### src/rtl/core/assert_macros.svh
// Assertion macros shared by the cursor overlay RTL.
// Each use expands to one labeled concurrent assertion, disabled while the active-low reset is low.
`ifndef ASSERT_MACROS_SVH
`define ASSERT_MACROS_SVH

// Generic form: explicit clock and active-low reset.
`define CAO_ASSERT_CLK(lbl, clk_sig, rstn_sig, prop, msg) \
  lbl: assert property (@(posedge clk_sig) disable iff (!rstn_sig) prop) \
    else $error(msg);

// Short form for modules whose clock is clk and reset is rst_n.
`define CAO_ASSERT(lbl, prop, msg) `CAO_ASSERT_CLK(lbl, clk, rst_n, prop, msg)

`endif

### src/rtl/core/cao_pkg.sv
// Shared types and constants for the cursor alpha overlay core.
// No dependencies; every module imports it.
`timescale 1ns / 1ps
`default_nettype none

package cao_pkg;

  localparam int MAX_CURSOR_SIDE_DEF = 64;
  localparam int MAX_FRAME_WIDTH_DEF = 4096;

  // Depth of the queue between front and back.
  localparam int QUEUE_DEPTH = 4;

  // Signed raster-to-cursor offset; covers column/row up to 14 bits minus a 14-bit left/top.
  localparam int DELTA_W = 17;

  localparam int CFG_IDX_W  = 3;
  localparam int CFG_DATA_W = 14;

  localparam logic [7:0]  ALPHA_FULL = 8'd255;
  localparam logic [7:0]  ALPHA_NONE = 8'd0;
  localparam logic [15:0] ROUND_HALF = 16'd127;

  localparam logic OP_LOAD  = 1'b0;
  localparam logic OP_PIXEL = 1'b1;

  typedef enum logic [CFG_IDX_W-1:0] {
    REG_CURSOR_LEFT    = 3'd0,
    REG_CURSOR_TOP     = 3'd1,
    REG_CURSOR_WIDTH   = 3'd2,
    REG_CURSOR_HEIGHT  = 3'd3,
    REG_FRAME_WIDTH    = 3'd4,
    REG_OVERLAY_ENABLE = 3'd5
  } cfg_reg_t;

  localparam logic [13:0] CURSOR_LEFT_RST    = 14'd0;
  localparam logic [13:0] CURSOR_TOP_RST     = 14'd0;
  localparam logic [6:0]  CURSOR_WIDTH_RST   = 7'd0;
  localparam logic [6:0]  CURSOR_HEIGHT_RST  = 7'd0;
  localparam logic [12:0] FRAME_WIDTH_RST    = 13'd640;
  localparam logic        OVERLAY_ENABLE_RST = 1'b1;

  typedef struct packed {
    logic [13:0] cursor_left;
    logic [13:0] cursor_top;
    logic [6:0]  cursor_width;
    logic [6:0]  cursor_height;
    logic [12:0] frame_width;
    logic        overlay_enable;
  } cfg_t;

  // One classified request as it travels from front to back.
  typedef struct packed {
    logic        is_load;
    logic        load_ok;
    logic [11:0] index;
    logic [31:0] word;
    logic [7:0]  pix0;
    logic [7:0]  pix1;
    logic [7:0]  pix2;
    logic        last;
    logic        hit;
  } item_t;

endpackage

`default_nettype wire

### src/rtl/core/cao_queue.sv
// Short request queue between the front and back of the overlay core.
// Depends on cao_pkg for item_t and QUEUE_DEPTH.
`timescale 1ns / 1ps
`default_nettype none

module cao_queue import cao_pkg::*; #(
  parameter int OFS_W = 6
) (
  input  wire logic             clk,
  input  wire logic             rst_n,
  input  wire logic             push,
  input  wire item_t            push_item,
  input  wire logic [OFS_W-1:0] push_dx,
  input  wire logic [OFS_W-1:0] push_dy,
  output logic                  full,
  output logic                  head_valid,
  output item_t                 head_item,
  output logic [OFS_W-1:0]      head_dx,
  output logic [OFS_W-1:0]      head_dy,
  input  wire logic             pop
);

  localparam int PTR_W = $clog2(QUEUE_DEPTH);
  localparam int CNT_W = $clog2(QUEUE_DEPTH + 1);

  item_t            item_q [QUEUE_DEPTH];
  logic [OFS_W-1:0] dx_q   [QUEUE_DEPTH];
  logic [OFS_W-1:0] dy_q   [QUEUE_DEPTH];

  logic [PTR_W-1:0] wr_ptr_r, rd_ptr_r;
  logic [CNT_W-1:0] count_r;

  assign full       = (count_r == CNT_W'(QUEUE_DEPTH));
  assign head_valid = (count_r != '0);
  assign head_item  = item_q[rd_ptr_r];
  assign head_dx    = dx_q[rd_ptr_r];
  assign head_dy    = dy_q[rd_ptr_r];

  always_ff @(posedge clk) begin
    if (push) begin
      item_q[wr_ptr_r] <= push_item;
      dx_q[wr_ptr_r]   <= push_dx;
      dy_q[wr_ptr_r]   <= push_dy;
    end
  end

  always_ff @(posedge clk) begin
    if (!rst_n) begin
      wr_ptr_r <= '0;
      rd_ptr_r <= '0;
      count_r  <= '0;
    end else begin
      if (push) begin
        wr_ptr_r <= (wr_ptr_r == PTR_W'(QUEUE_DEPTH - 1)) ? '0 : wr_ptr_r + PTR_W'(1);
      end
      if (pop) begin
        rd_ptr_r <= (rd_ptr_r == PTR_W'(QUEUE_DEPTH - 1)) ? '0 : rd_ptr_r + PTR_W'(1);
      end
      if (push && !pop) begin
        count_r <= count_r + CNT_W'(1);
      end else if (pop && !push) begin
        count_r <= count_r - CNT_W'(1);
      end
    end
  end

endmodule

`default_nettype wire

### config.mk
export PLATFORM = sky130hd
export DESIGN_NAME = cao_queue
export DESIGN_NICKNAME = d
export VERILOG_FILES = /design/src/rtl/core/assert_macros.svh /design/src/rtl/core/cao_pkg.sv /design/src/rtl/core/cao_queue.sv
export SDC_FILE = /design/constraint.sdc
export NUM_CORES = 1
export LEC_CHECK = 0
export BUFFER_PORTS_ARGS = -buffer_cell sky130_fd_sc_hd__buf_2
export CORE_AREA = 4 4 171 132
export DETAILED_ROUTE_END_ITERATION = 10
export DIE_AREA = 0 0 175 136
export PLACE_DENSITY_LB_ADDON = 0.12
export RECOVER_POWER = 50
export SLEW_MARGIN = 20
export SYNTH_ARGS = -nofsm -noshare
export SYNTH_HDL_FRONTEND = slang
export SYNTH_SLANG_ARGS = --single-unit
### constraint.sdc
create_clock -name clk -period 4.9 [get_ports clk]
set_input_delay 0.98 -clock clk [delete_from_list [all_inputs] [get_ports clk]]
set_output_delay 0.98 -clock clk [all_outputs]
set_load 0.01 [all_outputs]
==> results of run 1 <==
## worst max-delay path, cell delays in order
cell      delay (ns)
clkbuf_1        0.33
and2_0          2.13
buf_4           0.63
## final timing paths
check | startpoint | end | slack, ns | cells after the start
min | count_r[2]$_SDFFE_PN0P_ | count_r[2]$_SDFFE_PN0P_ | 0.52 | 2
max | push | item_q[3][17]$_DFFE_PP_ | 0.96 | 3
min reg2reg | count_r[2]$_SDFFE_PN0P_ | count_r[2]$_SDFFE_PN0P_ | 0.52 | 2
max reg2reg | wr_ptr_r[0]$_SDFFE_PN0P_ | item_q[3][17]$_DFFE_PP_ | 1.26 | 3
## cells in the mapped netlist
master	number
dfxtp_1	9
nor2_1	1
o21ai_0	1
nor2b_1	5
buf_2	7
inv_1	4
or3_1	2
nor3b_1	1
a21boi_0	1
xor2_1	1
edfxtp_1	336
buf_6	7
nor3_1	1
mux4_2	84
and2_1	5
fa_1	1
mux2i_1	4
buf_4	2
clkbuf_1	2
xnor2_1	1
o21a_1	1
ha_1	6
## power groups by stage
| stage | clock (W) | sequential, W | combinational [W] |
|---|---|---|---|
| after floorplan | 0 | 0.00347 | 0.000323 |
| after global placement | 0 | 0.00350 | 0.000509 |
| after detailed placement | 0 | 0.00350 | 0.000522 |
| after CTS | 0.00257 | 0.00344 | 0.000524 |
| after global routing | 0.00272 | 0.00345 | 0.000544 |
| final | 0.00252 | 0.00344 | 0.000502 |
## cell families after synthesis
| logic type | count (synthesis) | synth area share |
|---|---|---|
| flip-flops | 345 | 0.817 |
| adder cells (fa/ha/maj) | 7 | 0.00756 |
| AO/OA/AOI/OAI | 3 | 0.00159 |
| buffers and inverters | 22 | 0.0120 |
| XOR/XNOR | 2 | 0.00139 |
| AND/OR/NAND/NOR | 15 | 0.00726 |
| multiplexers | 88 | 0.154 |
## metrics by stage
| step | hold slack, ns | utilization |
|---|---|---|
| detailed placement | 0.503 | 0.661 |
| finish | 0.518 | 0.708 |
| global route | 0.545 | 0.708 |
| floorplan | 0.467 | - |
| global placement | 0.481 | 0.661 |
| CTS | 0.514 | 0.714 |
## layer usage
metal  global-route usage  part of all wire
met1                0.265              0.42
met2                0.305              0.49
met3               0.0601             0.079
met4               0.0471             0.017
met5                    0            0.0013
## registers in the layout, summed over array words and instances (netlist names), named ones only
| signal | cells |
|---|---|
| wr_ptr_r | 2 |
| item_q | 288 |
| count_r | 3 |
| dy_q | 24 |
| dx_q | 24 |
| rd_ptr_r | 2 |
## area by class of cell
| cell class | instances | area [um2] |
|---|---|---|
| flip-flops and latches | 345 | 10300 |
| fillers | 1312 | 6070 |
| multi-input cells | 115 | 2160 |
| clock buffers | 43 | 948 |
| repair buffers | 185 | 848 |
| well taps | 288 | 360 |
| clock inverters | 16 | 150 |
| inverters | 4 | 15.0 |
==> results by stage, run 1 <==
Global route:
- The first global-routing pass estimated roughly 34000 um of wire.
- The initial antenna violation count is 2.
- The overflow left after global routing is 0.
- The number of global-route vias before repair is roughly 6.0k.
- In the global route stage, overall resource usage came out at 0.191.
- Entering global routing, the biggest net connects 64 pins.

Place:
- The weighted congestion reported at the end of routability-driven placement is 0.774.
- Summed over all nets, the half-perimeter wirelength after detailed placement is 13600 um.
- Prior to clock tree synthesis, the placed netlist has a worst setup slack of between 1.5 and 2 ns.
- Once placement completed, the tool counted placed cells totaling approximately 940.
- The number of I/O port buffers is ~170.
- The area of placed instances is about 14000 um2.

Critical path:
- The kind of launch point of the worst setup path is a primary input.
- Along the worst path, the maximum fanout reaches 38.
- The endpoint kind of the worst setup timing path is a flip-flop.
- The critical path data required time is between 5 and 6 ns.
- The worst setup path category is primary input to flip-flop.
- Data arrives at the worst endpoint at between 4 and 5 ns.

Die:
- The area of the die is 23800 um2.
- Row generation in the floorplan step produced 46 rows.
- The width of the chip is between 150 and 200 um.
- The number of primary I/O pins is ~170.
- The die is between 100 and 150 um tall.
- The core region is about 21000 um2.
- The effective utilization at floorplan is 0.604.

Power and ir drop:
- In this run the power spent charging and discharging nets is 0.00132 W.
- The leakage power is approximately 4.8 nW.
- The overall power of the completed layout is 0.00646 W.
- The maximum VDD drop is 0.000336 V.
- The part of the power in combinational logic is 0.078.
- The fraction of power spent switching nets is 0.205.
- Dividing total power by cell area gives a power density of between 400 and 500 nW/um2.
- Of the total power, the clock network draws 0.390.
- The internal portion of total power is approximately 0.0051 W.
- Of the total power, registers draw 0.533.

Detailed routing:
- The detailed-router iteration count before antenna repair is 5.
- The total wirelength of the detailed-routed design is between 20000 and 25000 um.
- The routed via count divided by cell count is between 5 and 6.
- The wire length per cell after detailed routing is roughly 22 um.
- The first routing iteration left around 440 violations.
- After detailed routing, the number of remaining DRC violations is 0.
- The count of nets left with antenna violations after detail routing is 0.
- Detailed routing inserted a total of ~5.6k vias.

STA:
- The highest achievable clock rate is 254 MHz.
- The worst path in the final design needs a cycle of between 3 and 4 ns, including I/O delays and setup.
- In the finished design, the share of the clock period the worst path needs comes to 0.805.
- The final number of max-transition violations is 63.
- The count of endpoints failing hold in the final timing report is 0.
- The final setup skew is between 0.01 and 0.015 ns.
- The setup-violating endpoint count in the final report is 0.
- In the post-route analysis, the smallest setup slack over all paths is roughly 0.96 ns.
- Setup repair after global routing left no endpoint under its margin.
- In this run the tightest slew margin relative to its limit is -0.883.
- For the pin with the worst max-slew slack, the measured transition is ~2.8 ns.
- The summed negative setup slack over all endpoints is 0 ns.

Final layout:
- In the layout the commonest cells are edfxtp_1 (336), clkbuf_1 (92), buf_2 (87).
- The most common cell after layout, fill and taps aside is edfxtp_1.
- The final layout contains 780 nets.
- The summed area of non-filler cells in the final layout is roughly 15000 um2.
- The ratio of cells with drive above 1 in the final layout is 0.326.
- The number of antenna repair diodes is 0.
- The layout-stage area growth over the synthesis result is 17.4%.
- The non-filler instance count after layout is about 1000.

Clock tree:
- The root buffer cell is clkbuf_16.
- For this design, the CTS-stage hold fixing added 0 buffers.
- The number of clock sinks seen by CTS is approximately 350.
- Buffers added to address setup during post-CTS repair amount to 0.
- The maximum level of the CTS H-tree is 2.
- The number of gates resized after CTS was 0.
- Clock-pin slew was measured on the worst setup and hold paths at around 0.060 ns.
- TritonCTS built the clock tree.
- The clock latency at the later pin of the worst-skew pair is about 0.5 ns.
- Counting the buffers created by CTS gives 34.
- The clock passes through at most 3 buffers.

Status:
- The checks that failed: capacitance limit, slew limit.
- The flow ran to the end, but the final reports show violations.

Logic synthesis:
- The share of synthesized area in the top cell type comes to 0.802.
- The post-synth net total is 577.
- The share of the Yosys chip area taken by registers is 0.817.
- The leading area contributor after synthesis is edfxtp_1.
- The register bit total from synthesis is roughly 350.
- The number of warnings printed during yosys synthesis is 0.
- Counting distinct cell types in the post-synthesis netlist gives 22.
- In this run the mean area of a mapped cell was roughly 26 um2.
- The post-synthesis instance area is about 13000 um2.
- Synthesis produced 482 cells.
- In the post-synthesis netlist, the biggest area contributors are edfxtp_1 (80%), mux4_2 (15%), dfxtp_1 (1.4%), buf_6 (0.63%), ha_1 (0.60%).

Job:
- Max-cap violations in this run came to 2.

Worst hold path:
- The path category of the worst min-delay check is flip-flop to flip-flop.
No activity file was read; power rests on OpenSTA's default activity.
==> run 2: changes to the inputs <==
--- a/config.mk
+++ b/config.mk
@@ -6,9 +6,9 @@
 export NUM_CORES = 1
 export LEC_CHECK = 0
 export BUFFER_PORTS_ARGS = -buffer_cell sky130_fd_sc_hd__buf_2
-export CORE_AREA = 4 4 171 132
+export CORE_AREA = 4 4 187 143
 export DETAILED_ROUTE_END_ITERATION = 10
-export DIE_AREA = 0 0 175 136
+export DIE_AREA = 0 0 191 147
 export PLACE_DENSITY_LB_ADDON = 0.12
 export RECOVER_POWER = 50
 export SLEW_MARGIN = 20
==> constraint.sdc (replaced) <==
create_clock -name clk -period 3.3 [get_ports clk]
set_input_delay 0.66 -clock clk [delete_from_list [all_inputs] [get_ports clk]]
set_output_delay 0.66 -clock clk [all_outputs]
set_load 0.01 [all_outputs]
==> results by stage, run 2 (synthesis results as in run 1) <==
Detailed routing:
- The count of nets left with antenna violations after detail routing is 0.
- The remaining design rule violation count is 0.
- After detailed routing, the average wire length per cell comes to 22.3 um.
- The overall via count from detail_route is roughly 5.6k.
- The violation count after the first detailed-routing iteration is 400.
- Before antenna repair, the detailed router went through 4 iterations.
- The routed design has 23400 um of wire.
- In the routed layout, each cell is associated on average with a via count of 5.38.

Global route:
- The number of global-route vias before repair is 6215.
- The first global-routing pass estimated about 36000 um of wire.
- The overall track demand over capacity in global routing is 0.169.
- The maximum number of pins on one net before global-route repair is 48.
- The initial antenna violation count came to 3.
- The overflow left after global routing is 0.

Clock tree:
- In this run, CTS created clock tree buffers numbering 34.
- The maximum level of the CTS H-tree is 2.
- The maximum number of buffers from clock root to sink is 3.
- Post-CTS repair changed the size of 0 cells.
- The clock slew seen by the registers of the worst setup and hold paths is about 0.06 ns.
- CTS placed an instance of clkbuf_16 at the clock tree root.
- The number of clock sinks seen by CTS is roughly 350.
- The clock latency at the later pin of the worst-skew pair is roughly 0.5 ns.
- For this design, the CTS-stage hold fixing added 0 buffers.
- The number of setup buffers added after CTS is 0.
- TritonCTS built the clock tree.

Place:
- At the end of routability-driven placement, the weighted congestion stood at 0.711.
- Once placement completed, the tool counted placed cells totaling a little under 1k.
- The number of I/O port buffers is 173.
- The sum of net half-perimeters after detailed placement is between 10000 and 15000 um.

STA:
- The worst pin sits at a relative slew slack of -0.126.
- For the pin with the worst max-slew slack, the measured transition is 1.69 ns.
- The count of endpoints failing hold in the final timing report is 0.
- The minimum period implied by the final worst setup slack is between 2 and 3 ns.
- The setup-violating endpoint count in the final report is 0.
- The final number of max-transition violations was 48.
- The highest achievable clock rate is 366 MHz.
- In the finished design, the share of the clock period the worst path needs comes to 0.828.
- The summed negative setup slack over all endpoints is 0 ns.
- The final setup skew is 0.00960 ns.
- Setup repair after global routing left no endpoint under its margin.

Final layout:
- The register with the most flip-flops in the layout has around 290 of them.
- The ratio of cells with drive above 1 in the final layout is 0.324.
- The layout-stage area growth over the synthesis result is 18.6%.
- The register area is between 10000 and 15000 um2.
- The non-filler instance count after layout is ~1.0k.
- The most common cell after layout, fill and taps aside is edfxtp_1.
- The filler cells instantiated in the layout total ~1.8k.
- The net count reported at finish is 780.
- The multi-input combinational cell area is 2160 um2.
- For this run, the share of the core covered by cells in the final layout is 0.601.
- The library cells used most frequently in the layout, excluding fill and tap cells, are edfxtp_1 (336), clkbuf_1 (94), buf_2 (88).
- In the final layout, the registers with the most flip-flops are item_q x288, dx_q x24, dy_q x24.
- The register containing the most flip-flops in the final layout is item_q.

Critical path:
- The worst setup path is launched from a flip-flop.
- In this run the worst setup path terminates at head_item[43].
- The critical path data required time is around 2.6 ns.
- The flop-to-flop setup slack is about 0.58 ns.
- The cell with the largest stage delay on the worst path is dfxtp_4.
- Data arrives at the worst endpoint at around 2.1 ns.
- The launch instance of the worst register-to-register path is wr_ptr_r[0]$_SDFFE_PN0P_.
- The worst setup path category is flip-flop to output pin.
- In this run the worst path has a maximum fanout of between 40 and 50.
- The endpoint kind of the worst setup timing path is an output pin.
- Measured in cells, the most critical reg-to-reg path has a length of 4.
- The highest cell delay on the worst timing path is 0.66 ns.
- In this run the critical register-to-register path is captured at item_q[2][63]$_DFFE_PP_.
- The critical path goes through buf_12 > mux4_2 > buf_2.

Status:
- The run finished, with violations left.
- The checks that failed: capacitance limit, slew limit.

Die:
- The width of the chip is between 150 and 200 um.
- The core area is between 20000 and 25000 um2.
- The number of placement rows is 50.
- The number of primary I/O pins is approximately 170.
- The floorplan step set the die height to 147 um.
- The effective utilization at floorplan is 0.506.
- The die covers 28100 um2.

Power and ir drop:
- Across the VDD grid, the largest voltage drop is approximately 0.00037 V.
- The leakage power is around 4.8 nW.
- Dividing total power by cell area gives a power density of about 650 nW/um2.

Worst hold path:
- The path category of the worst min-delay check is primary input to flip-flop.

Job:
- The number of max-cap violations is 2.
## run 2: cell count changes in the layout (fill, tap and decap cells not counted)
cell,delta
buf_2,+1
clkbuf_8,+1
diode_2,+1
clkbuf_1,+2
buf_12,+7
clkinv_4,-1
clkinvlp_4,-1
and2_0,-1
and2_4,-1
buf_4,-7
and2_1,+2
## run 2: per-layer routing
| metal | up-vias | part of all wire | global-route usage |
|---|---|---|---|
| met5 | - | 0.0011 | 0 |
| met4 | 4 | 0.016 | 0.0391 |
| met3 | 35 | 0.080 | 0.0532 |
| met2 | 154 | 0.49 | 0.275 |
| met1 | 2970 | 0.41 | 0.230 |
| li1 | 2479 | - | - |
## run 2: worst min path at each step
stage | from | to | slack, ns | cells past startpoint
2_1_floorplan | count_r[2]$_SDFFE_PN0P_ | count_r[2]$_SDFFE_PN0P_ | 0.47 | 2
3_3_place_gp | count_r[2]$_SDFFE_PN0P_ | count_r[2]$_SDFFE_PN0P_ | 0.48 | 2
3_5_place_dp | count_r[2]$_SDFFE_PN0P_ | count_r[2]$_SDFFE_PN0P_ | 0.53 | 2
4_1_cts | push_item[35] | item_q[1][35]$_DFFE_PP_ | 0.35 | 1
5_1_grt | push_item[18] | item_q[2][18]$_DFFE_PP_ | 0.42 | 1
6_report | push_item[34] | item_q[1][34]$_DFFE_PP_ | 0.42 | 1
## run 2: layout make-up
cell class,count,share of cell area
Sequential cell,345,0.689
Antenna cell,1,0.000168
Timing Repair Buffer,185,0.0628
Inverter,4,0.00101
Tap cell,338,0.0283
Multi-Input combinational cell,115,0.145
Clock buffer,47,0.0652
Clock inverter,14,0.00897
## run 2: critical path, delay by kind of cell, from the launching register on
family | cells | cell delay (ns)
DFF | 1 | 0.66
buffers and inverters | 2 | 0.51
muxes | 1 | 0.39
## run 2: stage by stage
stage	worst slack [ns]	total power (W)	cell area, um2	hold WS, ns
floorplan	0.236	0.00564	12600	0.467
global placement	1.07	0.00598	13900	0.480
detailed placement	1.07	0.00601	13900	0.530
CTS	0.525	0.00980	15000	0.349
global route	0.323	0.0100	14900	0.420
finish	0.568	0.00965	14900	0.416
## run 2: power breakdown
| group | leakage (nW) | switching, W | internal (W) |
|---|---|---|---|
| clock network | 0.538 | 0.00149 | 0.00229 |
| logic | 1.13 | 0.000441 | 0.000359 |
| registers | 3.16 | 0.0000583 | 0.00502 |
| total | 4.83 | 0.00198 | 0.00767 |
