===== src/rtl/core/assert_macros.svh =====
// Assertion macros shared by the cursor overlay RTL.
// Each use expands to one labeled concurrent assertion, disabled while the active-low reset is low.
`ifndef ASSERT_MACROS_SVH
`define ASSERT_MACROS_SVH

// Generic form: explicit clock and active-low reset.
`define CAO_ASSERT_CLK(lbl, clk_sig, rstn_sig, prop, msg) \
  lbl: assert property (@(posedge clk_sig) disable iff (!rstn_sig) prop) \
    else $error(msg);

// Short form for modules whose clock is clk and reset is rst_n.
`define CAO_ASSERT(lbl, prop, msg) `CAO_ASSERT_CLK(lbl, clk, rst_n, prop, msg)

`endif


===== src/rtl/core/cao_pkg.sv =====
// Shared types and constants for the cursor alpha overlay core.
// No dependencies; every module imports it.
`timescale 1ns / 1ps
`default_nettype none

package cao_pkg;

  localparam int MAX_CURSOR_SIDE_DEF = 64;
  localparam int MAX_FRAME_WIDTH_DEF = 4096;

  // Depth of the queue between front and back.
  localparam int QUEUE_DEPTH = 4;

  // Signed raster-to-cursor offset; covers column/row up to 14 bits minus a 14-bit left/top.
  localparam int DELTA_W = 17;

  localparam int CFG_IDX_W  = 3;
  localparam int CFG_DATA_W = 14;

  localparam logic [7:0]  ALPHA_FULL = 8'd255;
  localparam logic [7:0]  ALPHA_NONE = 8'd0;
  localparam logic [15:0] ROUND_HALF = 16'd127;

  localparam logic OP_LOAD  = 1'b0;
  localparam logic OP_PIXEL = 1'b1;

  typedef enum logic [CFG_IDX_W-1:0] {
    REG_CURSOR_LEFT    = 3'd0,
    REG_CURSOR_TOP     = 3'd1,
    REG_CURSOR_WIDTH   = 3'd2,
    REG_CURSOR_HEIGHT  = 3'd3,
    REG_FRAME_WIDTH    = 3'd4,
    REG_OVERLAY_ENABLE = 3'd5
  } cfg_reg_t;

  localparam logic [13:0] CURSOR_LEFT_RST    = 14'd0;
  localparam logic [13:0] CURSOR_TOP_RST     = 14'd0;
  localparam logic [6:0]  CURSOR_WIDTH_RST   = 7'd0;
  localparam logic [6:0]  CURSOR_HEIGHT_RST  = 7'd0;
  localparam logic [12:0] FRAME_WIDTH_RST    = 13'd640;
  localparam logic        OVERLAY_ENABLE_RST = 1'b1;

  typedef struct packed {
    logic [13:0] cursor_left;
    logic [13:0] cursor_top;
    logic [6:0]  cursor_width;
    logic [6:0]  cursor_height;
    logic [12:0] frame_width;
    logic        overlay_enable;
  } cfg_t;

  // One classified request as it travels from front to back.
  typedef struct packed {
    logic        is_load;
    logic        load_ok;
    logic [11:0] index;
    logic [31:0] word;
    logic [7:0]  pix0;
    logic [7:0]  pix1;
    logic [7:0]  pix2;
    logic        last;
    logic        hit;
  } item_t;

endpackage

`default_nettype wire


===== src/rtl/core/cao_front.sv =====
// Front end: accepts requests, tracks raster position and classifies pixels.
// Depends on cao_pkg; feeds cao_queue.
`timescale 1ns / 1ps
`default_nettype none

module cao_front import cao_pkg::*; #(
  parameter int MAX_CURSOR_SIDE = MAX_CURSOR_SIDE_DEF,
  parameter int MAX_FRAME_WIDTH = MAX_FRAME_WIDTH_DEF,
  localparam int SIDE_W = $clog2(MAX_CURSOR_SIDE),
  localparam int CW_W   = $clog2(MAX_CURSOR_SIDE + 1)
) (
  input  wire logic              clk,
  input  wire logic              rst_n,
  input  wire cfg_t              cfg,
  input  wire logic [CW_W-1:0]   cw_eff,
  input  wire logic [CW_W-1:0]   ch_eff,
  input  wire logic              in_valid,
  output logic                   in_stall,
  input  wire logic              in_opcode,
  input  wire logic [11:0]       in_cursor_index,
  input  wire logic [31:0]       in_cursor_word,
  input  wire logic [7:0]        in_pixel_c0,
  input  wire logic [7:0]        in_pixel_c1,
  input  wire logic [7:0]        in_pixel_c2,
  input  wire logic              in_last_of_frame,
  input  wire logic              q_full,
  output logic                   push,
  output item_t                  push_item,
  output logic [SIDE_W-1:0]      push_dx,
  output logic [SIDE_W-1:0]      push_dy
);

  localparam int COL_W       = $clog2(MAX_FRAME_WIDTH);
  localparam int FW_W        = $clog2(MAX_FRAME_WIDTH + 1);
  localparam int STORE_DEPTH = MAX_CURSOR_SIDE * MAX_CURSOR_SIDE;

  logic [COL_W-1:0]   col_r, col_nxt;
  logic [12:0]        row_r, row_nxt;
  logic [FW_W-1:0]    fw_eff;
  logic [DELTA_W-1:0] dx, dy;
  logic               hit;
  logic               is_pixel;

  assign in_stall = q_full;
  assign push     = in_valid && !in_stall;
  assign is_pixel = (in_opcode == OP_PIXEL);

  always_comb begin
    if (cfg.frame_width == 13'd0) begin
      fw_eff = FW_W'(1);
    end else if (32'(cfg.frame_width) > 32'(MAX_FRAME_WIDTH)) begin
      fw_eff = FW_W'(MAX_FRAME_WIDTH);
    end else begin
      fw_eff = FW_W'(cfg.frame_width);
    end
  end

  // Offsets from the cursor origin, two's complement in DELTA_W bits.
  assign dx = DELTA_W'(col_r) - {{(DELTA_W - 14){cfg.cursor_left[13]}}, cfg.cursor_left};
  assign dy = DELTA_W'(row_r) - {{(DELTA_W - 14){cfg.cursor_top[13]}}, cfg.cursor_top};

  assign hit = cfg.overlay_enable && !dx[DELTA_W-1] && !dy[DELTA_W-1] &&
               (dx < DELTA_W'(cw_eff)) && (dy < DELTA_W'(ch_eff));

  always_comb begin
    push_item.is_load = !is_pixel;
    push_item.load_ok = (32'(in_cursor_index) < 32'(STORE_DEPTH));
    push_item.index   = in_cursor_index;
    push_item.word    = in_cursor_word;
    push_item.pix0    = in_pixel_c0;
    push_item.pix1    = in_pixel_c1;
    push_item.pix2    = in_pixel_c2;
    push_item.last    = in_last_of_frame;
    push_item.hit     = hit;
  end

  // Inside the rectangle both offsets are below MAX_CURSOR_SIDE.
  assign push_dx = dx[SIDE_W-1:0];
  assign push_dy = dy[SIDE_W-1:0];

  always_comb begin
    col_nxt = col_r;
    row_nxt = row_r;
    if (push && is_pixel) begin
      if (in_last_of_frame) begin
        col_nxt = '0;
        row_nxt = '0;
      end else if ((FW_W'(col_r) + FW_W'(1)) >= fw_eff) begin
        col_nxt = '0;
        row_nxt = row_r + 13'd1;
      end else begin
        col_nxt = col_r + COL_W'(1);
      end
    end
  end

  always_ff @(posedge clk) begin
    if (!rst_n) begin
      col_r <= '0;
      row_r <= '0;
    end else begin
      col_r <= col_nxt;
      row_r <= row_nxt;
    end
  end

endmodule

`default_nettype wire


===== config.mk =====
export PLATFORM = sky130hd
export DESIGN_NAME = cao_front
export DESIGN_NICKNAME = d
export VERILOG_FILES = /design/src/rtl/core/assert_macros.svh /design/src/rtl/core/cao_pkg.sv /design/src/rtl/core/cao_front.sv
export SDC_FILE = /design/constraint.sdc
export NUM_CORES = 1
export LEC_CHECK = 0
export ABC_AREA = 0
export BUFFER_PORTS_ARGS = -buffer_cell sky130_fd_sc_hd__buf_2
export CAP_MARGIN = 5
export CORE_MARGIN = 1.5
export CORE_UTILIZATION = 45
export DETAILED_ROUTE_END_ITERATION = 10
export PLACE_DENSITY = 0.86
export SETUP_SLACK_MARGIN = 0.05
export SYNTH_ARGS = -nofsm -noshare
export SYNTH_HDL_FRONTEND = slang
export SYNTH_SLANG_ARGS = --single-unit

===== constraint.sdc =====
create_clock -name clk -period 4.7 [get_ports clk]
set_clock_uncertainty 0.15 [all_clocks]
set_input_delay 0.705 -clock clk [delete_from_list [all_inputs] [get_ports clk]]
set_output_delay 0.705 -clock clk [all_outputs]
set_load 0.05 [all_outputs]

==> flow_results.org, run 1 <==
** Place
- Input and output buffers added on the ports amount to 78.
- At the end of routability-driven placement, the weighted congestion stood at ~0.85.
- Detailed placement ended at an HPWL of 7.22 mm.
- Once placement completed, the tool counted placed cells totaling roughly 630.

** Global routing
- The first global-routing pass estimated around 15 mm of wire.
- In the global route stage, overall resource usage came out at 0.181.
- For this run the aggregate overflow at the end of global routing stands at 0.
- Antenna violations before repair :: 0
- Via count of the first global-routing pass :: 3,368
- Largest net degree at the start of global routing :: 21

** Route
- Number of design rule violations left after detail routing :: 0
- For this block, the via count after detailed routing is 3,562.
- Vias per std cell :: around 5.6
- Post-Route WL :: roughly 9 mm
- The count of nets left with antenna violations once routing finished came out at 0.
- In the final routed layout, each cell accounts on average for between 10 and 15 um.
- In this run, the number of DRC markers left after iteration 0 of detailed routing was approximately 140.
- TritonRoute pass-1 iters :: 4

** Yosys
- The cell area that synthesis handed to floorplanning was between 3000 and 4000 sq um.
- Of the post-synthesis cell area, the dominant cell type holds 0.165.
- After synthesis the netlist holds a flip-flop and latch count of 25.
- The netlist uses 62 different library cells.
- The synthesized design spends more area on one cell type than any other, namely ha_1.
- Yosys mapped a number of flops with a built-in enable equal to 0.
- Averaged over all synthesized cells, the footprint is roughly 7.5 sq um.
- YS warnings :: 0
- Synthesized net count :: a little over 700
- Synth Flop Type :: dfxtp_1
- After synthesis, the cell types taking the most area are ha_1 (17%), buf_4 (14%), dfxtp_1 (13%).
- Gate Count Post-Synth :: approximately 530
- The share of the Yosys chip area taken by registers is 0.127.
- Share of synthesized flip-flops with an asynchronous set or reset :: 0

** STA
- Headroom to the max-slew limit came out at 0.478.
- Final-layout setup total negative slack :: 0 ns
- The clock period could shrink to around 4.6 ns.
- Achievable clock frequency :: 216 MHz
- Setup repair after global routing could not meet its margin everywhere.
- Total count of hold-check failures in the final report :: 0
- Hold slack final :: approximately 0.37 ns
- Final clock period utilization by the worst path :: 0.987
- Setup-violating endpoint count in the final report :: 0
- For the pin with the worst max-slew slack, the measured transition is 0.783 ns.
- Number of slew-limit violations in the final report :: 0

** Setup path
- The largest individual stage delay along the critical path comes from the cell fa_2.
- The signal on the critical path passes through buf_2 -> ha_1 -> fa_2 -> inv_1 -> a21oi_1 -> o21ai_2 -> nor2_1 -> xnor2_1 -> ha_1 -> a21oi_2 -> o2111ai_2 -> nor4_2 -> nand4_1 -> nand4b_1 -> nor4_2 -> buf_4.
- Worst path max stage delay :: between 0.3 and 0.4 ns
- Crit-path max FO :: 2
- For the worst setup path, the data arrival time is approximately 3.8 ns.
- The critical path is of the input port to output pin type.
- Critical path required time :: between 3 and 4 ns
- Nature of the critical path endpoint :: output pin
- The worst setup path is launched from an input port.

** Clocking
- Clock tree buffer depth :: 2
- TritonCTS built the clock tree.
- CTS HTree Levels :: 1
- Clock transition at the register clock pins on the worst setup and hold paths after CTS :: roughly 0.090 ns
- Hold buffer count at CTS :: 0
- The clock reaches the later pin of the worst-skew pair after around 0.27 ns.
- Root buffer selected by CTS :: clkbuf_8
- Number of sinks driven by the clock tree :: 25
- In this run, CTS created clock tree buffers numbering 3.

** Finish
- After the last flow step, the layout net total stands at 730.
- Counting the fill cells in the layout gives approximately 810.
- Across the whole layout, storage elements account for around 500 sq um.
- The multi-input combinational cells in the finished layout cover a total of ~2700 sq um.
- Once layout is complete, the utilization of the core stands at 0.481.
- Share of layout cells above drive strength 1 :: 0.224
- Antenna diode count :: 0
- Signed area change from the synthesized netlist to the final layout :: 1.84%
- For this run, the number of standard cells in the final layout without fillers is 636.

** Pwr
- The analysis attributes to cell leakage a power of approximately 2.0 nW.
- Across the VDD grid, the largest voltage drop is roughly 0.12 mV.
- P per Cell Area :: roughly 140 nW/um^2

** Floorplanning
- The die covers ~9300 sq um.
- Die Span X :: ~97 um
- For this configuration, the core starts out at a cell density of 0.473.
- Std-Cell Rows :: 33
- Num ports :: 230
- Die height :: between 90 and 100 um
- The floorplan step defined a core boundary enclosing approximately 8300 sq um.

** Status
- Status :: complete, no violations

** Job
- Across the run, the number of max-cap violations was 0.

** Min path
- HP Class :: flop to flop
-- layout make-up --
| class | instances | area share |
|---|---|---|
| Multi-Input combinational cell | 367 | 0.674 |
| Sequential cell | 25 | 0.125 |
| Timing Repair Buffer | 82 | 0.107 |
| Inverter | 53 | 0.0502 |
| Tap cell | 105 | 0.0327 |
| Clock buffer | 3 | 0.0103 |
| Clock inverter | 1 | 0.00125 |
-- layer usage --
metal  GRT usage  wire [um]  up-vias
li1            -          -     1751
met1       0.224       3860     1652
met2       0.320       4320      122
met3      0.0361        614       37
met4      0.0468        165        0
met5           0          0        -
-- path summary, 6_finish.rpt --
path,from,to,slack [ns],cells past startpoint
max,cfg[42],push_item[0],0.06,16
min reg2reg,col_r[1]$_SDFFE_PN0P_,col_r[1]$_SDFFE_PN0P_,0.37,2
min,col_r[1]$_SDFFE_PN0P_,col_r[1]$_SDFFE_PN0P_,0.37,2
max reg2reg,col_r[2]$_SDFFE_PN0P_,col_r[4]$_SDFFE_PN0P_,0.88,12
-- per-stage QoR --
step	power [mW]	instance area, sq um	worst slack, ns
2_1_floorplan	0.530	3960	0.207
3_3_place_gp	0.430	3870	0.0474
3_5_place_dp	0.437	3870	-0.0524
4_1_cts	0.565	3930	0.0725
5_1_grt	0.608	4020	-0.0701
6_report	0.571	4020	0.0611
-- kinds of logic (layout without fill, tap and decap cells) --
family                     count (synthesis)  after routing  share of synthesized area
AOI/OAI and AO/OA                        103            103                      0.190
xor gates and xnor gates                  34             34                     0.0755
adders and majority gates                 54             54                      0.175
buffers and inverters                    137            139                      0.204
DFF                                       25             25                      0.127
muxes                                      7              7                     0.0184
other                                      1              1                   0.000951
and+or+nand+nor                          168            168                      0.209
-- flip-flops by register name, summed over array words and instances (netlist names) --
| register | count |
|---|---|
| row_r | 13 |
| col_r | 12 |
-- critical path: cells and delay by family --
family | cells | cell delay (ns)
simple gates | 5 | 0.93
fa+ha+maj | 3 | 0.89
compound gates | 4 | 0.58
buf+inv | 3 | 0.42
xor+xnor | 1 | 0.25
-- power by group --
group | switching [mW] | leakage [nW] | internal (mW) | total (mW)
logic | 0.143 | 1.80 | 0.0857 | 0.229
clock network | 0.0693 | 0.0255 | 0.0594 | 0.129
registers | 0.00119 | 0.202 | 0.212 | 0.214
-- synthesized netlist by cell type (all sizes together) (2+ instances only) --
master,n
a2111oi,4
a211oi,3
a21boi,2
a21o,12
a21oi,27
a31o,3
a31oi,7
a32oi,2
a41oi,2
and2,3
and3,6
buf,77
clkbuf,7
dfxtp,25
fa,2
ha,52
inv,53
mux2,2
mux2i,5
nand2,46
nand2b,7
nand3,13
nand3b,5
nand4,7
nor2,45
nor2b,9
nor3,12
nor3b,2
nor4,4
o2111ai,4
o21a,8
o21ai,14
o22ai,6
or2,2
or3,4
xnor2,21
xor2,13
-- what timing repair did --
item / in CTS / in global routing
endpoints found under the setup margin: 1 / 1
setup buffers: 0 / 4
resized for setup: 2 / 15
pin swaps: 0 / 16
-- placed cells by master (no fill, tap or decap), drive strengths merged, types with 6 or more instances in the layout --
cell and instances:
inv 53, o21ai 14, and3 6, ha 52
o21a 8, nand2b 7, nor2b 9, a21oi 27
a21o 12, a31oi 7, nand4 7, nor2 45
nand2 46, xnor2 21, xor2 13, o22ai 6
nor3 12, buf 82, dfxtp 25, nand3 13
No activity file was read; power rests on OpenSTA's default activity.
==> run 2: changes to the inputs <==
--- a/config.mk
+++ b/config.mk
@@ -6,7 +6,7 @@
 export NUM_CORES = 1
 export LEC_CHECK = 0
 export ABC_AREA = 0
-export BUFFER_PORTS_ARGS = -buffer_cell sky130_fd_sc_hd__buf_2
+export BUFFER_PORTS_ARGS = -buffer_cell sky130_fd_sc_hd__clkbuf_2
 export CAP_MARGIN = 5
 export CORE_MARGIN = 1.5
 export CORE_UTILIZATION = 45
==> run 2 against run 1 <==
  * Fmax down 0.41%
  * Cell count unchanged
  * Non-clock buffer count unchanged
  * Critical path depth unchanged
  * Utilization down 0.21 points
  * Largest cell class unchanged
  * Power down 0.11%
  * Via count unchanged
  * Critical path type unchanged
==> flow_results.org, run 2 (synthesis results as in run 1) <==
** Pwr
- The power density relative to cell area is 143 nW/um^2 (+0.33%).
- The net switching share of the total power came to 0.376 (+0.00159).
- The share of total power in combinational logic is 0.398 (-0.003).
- The internal power component was 0.356 mW (-0.36%).
- The power spent charging and discharging nets is 0.214 mW (+0.32%).
- Sequential group share of total power :: 0.375 (about the same)
- Leakage :: 2.04 nW (+0.69%)
- The peak supply drop came to 0.116 mV (-2.5%).
- The relative contribution of the clock network to total power is 0.227 (+0.002).

** Floorplanning
- The area of the die is 9330 sq um (unchanged).
- Std-Cell Rows :: 33 (unchanged)
- The die extent in y was 96.6 um (unchanged).
- Area of the core region :: 8340 sq um (unchanged)
- The effective utilization at floorplan came to 0.473 (unchanged).
- Num ports :: 230 (unchanged)
- The overall die width came to 96.6 um (unchanged).

** STA
- Setup repair after global routing could not meet its margin everywhere.
- The number of endpoints with negative hold slack in the final report is 0 (unchanged).
- The clock period minus final worst setup slack was 4.66 ns (+0.0193 ns).
- Transition time at the pin with the least slew margin :: 0.820 ns (+0.0370 ns)
- The portion of the clock cycle consumed by the worst path in the final layout is 0.991 (+0.00411).
- The setup-violating endpoint count in the final report came to 0 (unchanged).
- The timing-limited maximum frequency is 215 MHz (-0.41%).
- Max_slew headroom :: 0.453 (-0.0247)
- The count of final max-slew check failures was 0 (unchanged).
- Hold slack final :: 0.358 ns (-0.0125 ns)

** Finish
- The antenna cell count is 0 (unchanged).
- Leading registers by flop count :: row_r (13), col_r (12)
- Signed area change from the synthesized netlist to the final layout :: 1.40%
- The register with the most flip-flops in the final layout is row_r.
- Fin nets :: 730 (unchanged)
- Share of layout cells above drive strength 1 :: 0.217 (-0.00753)
- In the layout the commonest cells are clkbuf_2 (76), inv_1 (51), ha_1 (51).
- Largest register FFs :: 13 (unchanged)
- Area taken by multi-input logic gates :: 2680 sq um (-0.79%)
- Utilization of the core after routing :: 0.479 (-0.00210)
- Number of filler instances in the final layout :: 824 (+2.0%)
- Leaving out fill and tap cells, the most frequent cell in the layout is clkbuf_2.
- The register area was 502 sq um (unchanged).

** Global routing
- The wire length of the first global-routing pass was 14.8 mm (+0.56%).
- Residual overflow from global routing :: 0 (unchanged)
- The aggregate global-route resource usage was 0.181 (about the same).
- Largest net degree at the start of global routing :: 21 (unchanged)
- Antenna violations before repair :: 0 (unchanged)
- Via count of the first global-routing pass :: 3,442 (+2.2%)

** Clocking
- The clock buffer count from CTS came to 3 (unchanged).
- The maximum clock path buffer count is 2 (unchanged).
- Hold buffer count at CTS :: 0 (unchanged)
- CTS placed an instance of clkbuf_8 at the clock tree root.
- The H-tree level count is 1 (unchanged).
- The clock latency at the later pin of the worst-skew pair is 0.27 ns (about the same).
- TritonCTS built the clock tree.
- The number of sinks handled by clock tree synthesis was 25 (unchanged).
- The clock slew at the register clock pins of the worst setup and hold paths came to 0.09 ns (about the same).

** Setup path
- The worst setup path is launched from an input port.
- The data arrival time of the critical path was 3.80 ns (+0.02 ns).
- Crit Path Class :: input port to output pin
- STA classifies the critical path endpoint as an output pin.
- Critical path required time :: 3.85 ns (about the same)
- The maximum fanout along the worst path is 3 (+1).

** Route
- Vias per std cell :: 5.60 (unchanged)
- The total via count in the routed design was 3,562 (unchanged).
- ANT nets after route :: 0 (unchanged)
- The remaining design rule violation count was 0 (unchanged).
- Violation count after the first detailed-route iteration :: 111 (-19%)
- Post-Route WL :: 8.99 mm (+0.30%)
- The detail-routed net length per standard cell came to 14.1 um (+0.30%).
- The number of detailed-route iterations in the first pass is 4 (unchanged).

** Status
- The flow ran to the end, and the final reports show no timing, DRC or antenna violations.

** Place
- The placed wire-length estimate was 7.26 mm (+0.57%).
- Final weighted congestion in routability-driven placement :: 0.838 (-1.4%)
- The number of input and output port buffers inserted was 78 (unchanged).

** Min path
- HP Class :: flop to flop

** Job
- The max-capacitance violation count came to 0 (unchanged).
run 2: routing by layer:
metal  global-route usage  share of wire  vias to the layer above
met4               0.0446          0.018                        0
li1                     -              -                     1748
met2                0.334           0.49                      120
met5                    0              0                        -
met3               0.0340          0.066                       36
met1                0.214           0.43                     1658
run 2: final cells by class:
| type | instances | area share |
|---|---|---|
| multi-input cells | 367 | 0.671 |
| repair buffers | 82 | 0.109 |
| inverters | 53 | 0.0498 |
| well taps | 105 | 0.0329 |
| clock buffers | 3 | 0.0103 |
| flip-flops and latches | 25 | 0.126 |
| clock inverters | 1 | 0.00125 |
run 2: critical path, stage by stage:
cell and delay (ns):
buf_6 0.07, ha_4 0.11, inv_2 0.04, fa_2 0.40, a21oi_2 0.18, o22ai_2 0.11
o21a_1 0.21, nor2_1 0.11, ha_1 0.27, a222oi_1 0.32, nand3_1 0.16, nor4_2 0.27
nand4_1 0.10, nand4b_1 0.20, nor4_2 0.30, clkbuf_8 0.25
run 2: path summary, 6_finish.rpt:
kind                                       startpoint                    end  slack, ns  depth (start not counted)
worst min-delay path            row_r[6]$_SDFFE_PN0P_  row_r[6]$_SDFFE_PN0P_       0.36                          2
worst max-delay path                          cfg[28]           push_item[0]       0.04                         16
worst min register to register  row_r[6]$_SDFFE_PN0P_  row_r[6]$_SDFFE_PN0P_       0.36                          2
worst max register to register  col_r[1]$_SDFFE_PN0P_  col_r[3]$_SDFFE_PN0P_       0.80                         11
run 2: what timing repair did:
item | 4_1_cts | 5_1_grt
buffers inserted | 1 | 3
gates resized for setup | 3 | 10
pin swaps | 6 | 13
setup endpoints to repair | 1 | 1
run 2: metrics by stage:
step / instances / area [sq um] / setup slack (ns) / power, mW / TNS (ns)
floorplan: 529 / 3960 / 0.207 / 0.530 / 0
global placement: 628 / 3870 / 0.0238 / 0.430 / 0
detailed placement: 628 / 3870 / -0.0461 / 0.438 / -0.0461
CTS: 633 / 3940 / 0.0609 / 0.566 / 0
global route: 636 / 4000 / -0.0802 / 0.605 / -0.0802
finish: 636 / 4000 / 0.0418 / 0.571 / 0
run 2: power groups by stage:
stage	sequential [mW]	clock, mW	combinational (mW)
floorplan	0.218	0	0.312
global route	0.214	0.141	0.250
finish	0.214	0.130	0.227
CTS	0.214	0.131	0.221
detailed placement	0.219	0	0.219
global placement	0.219	0	0.211
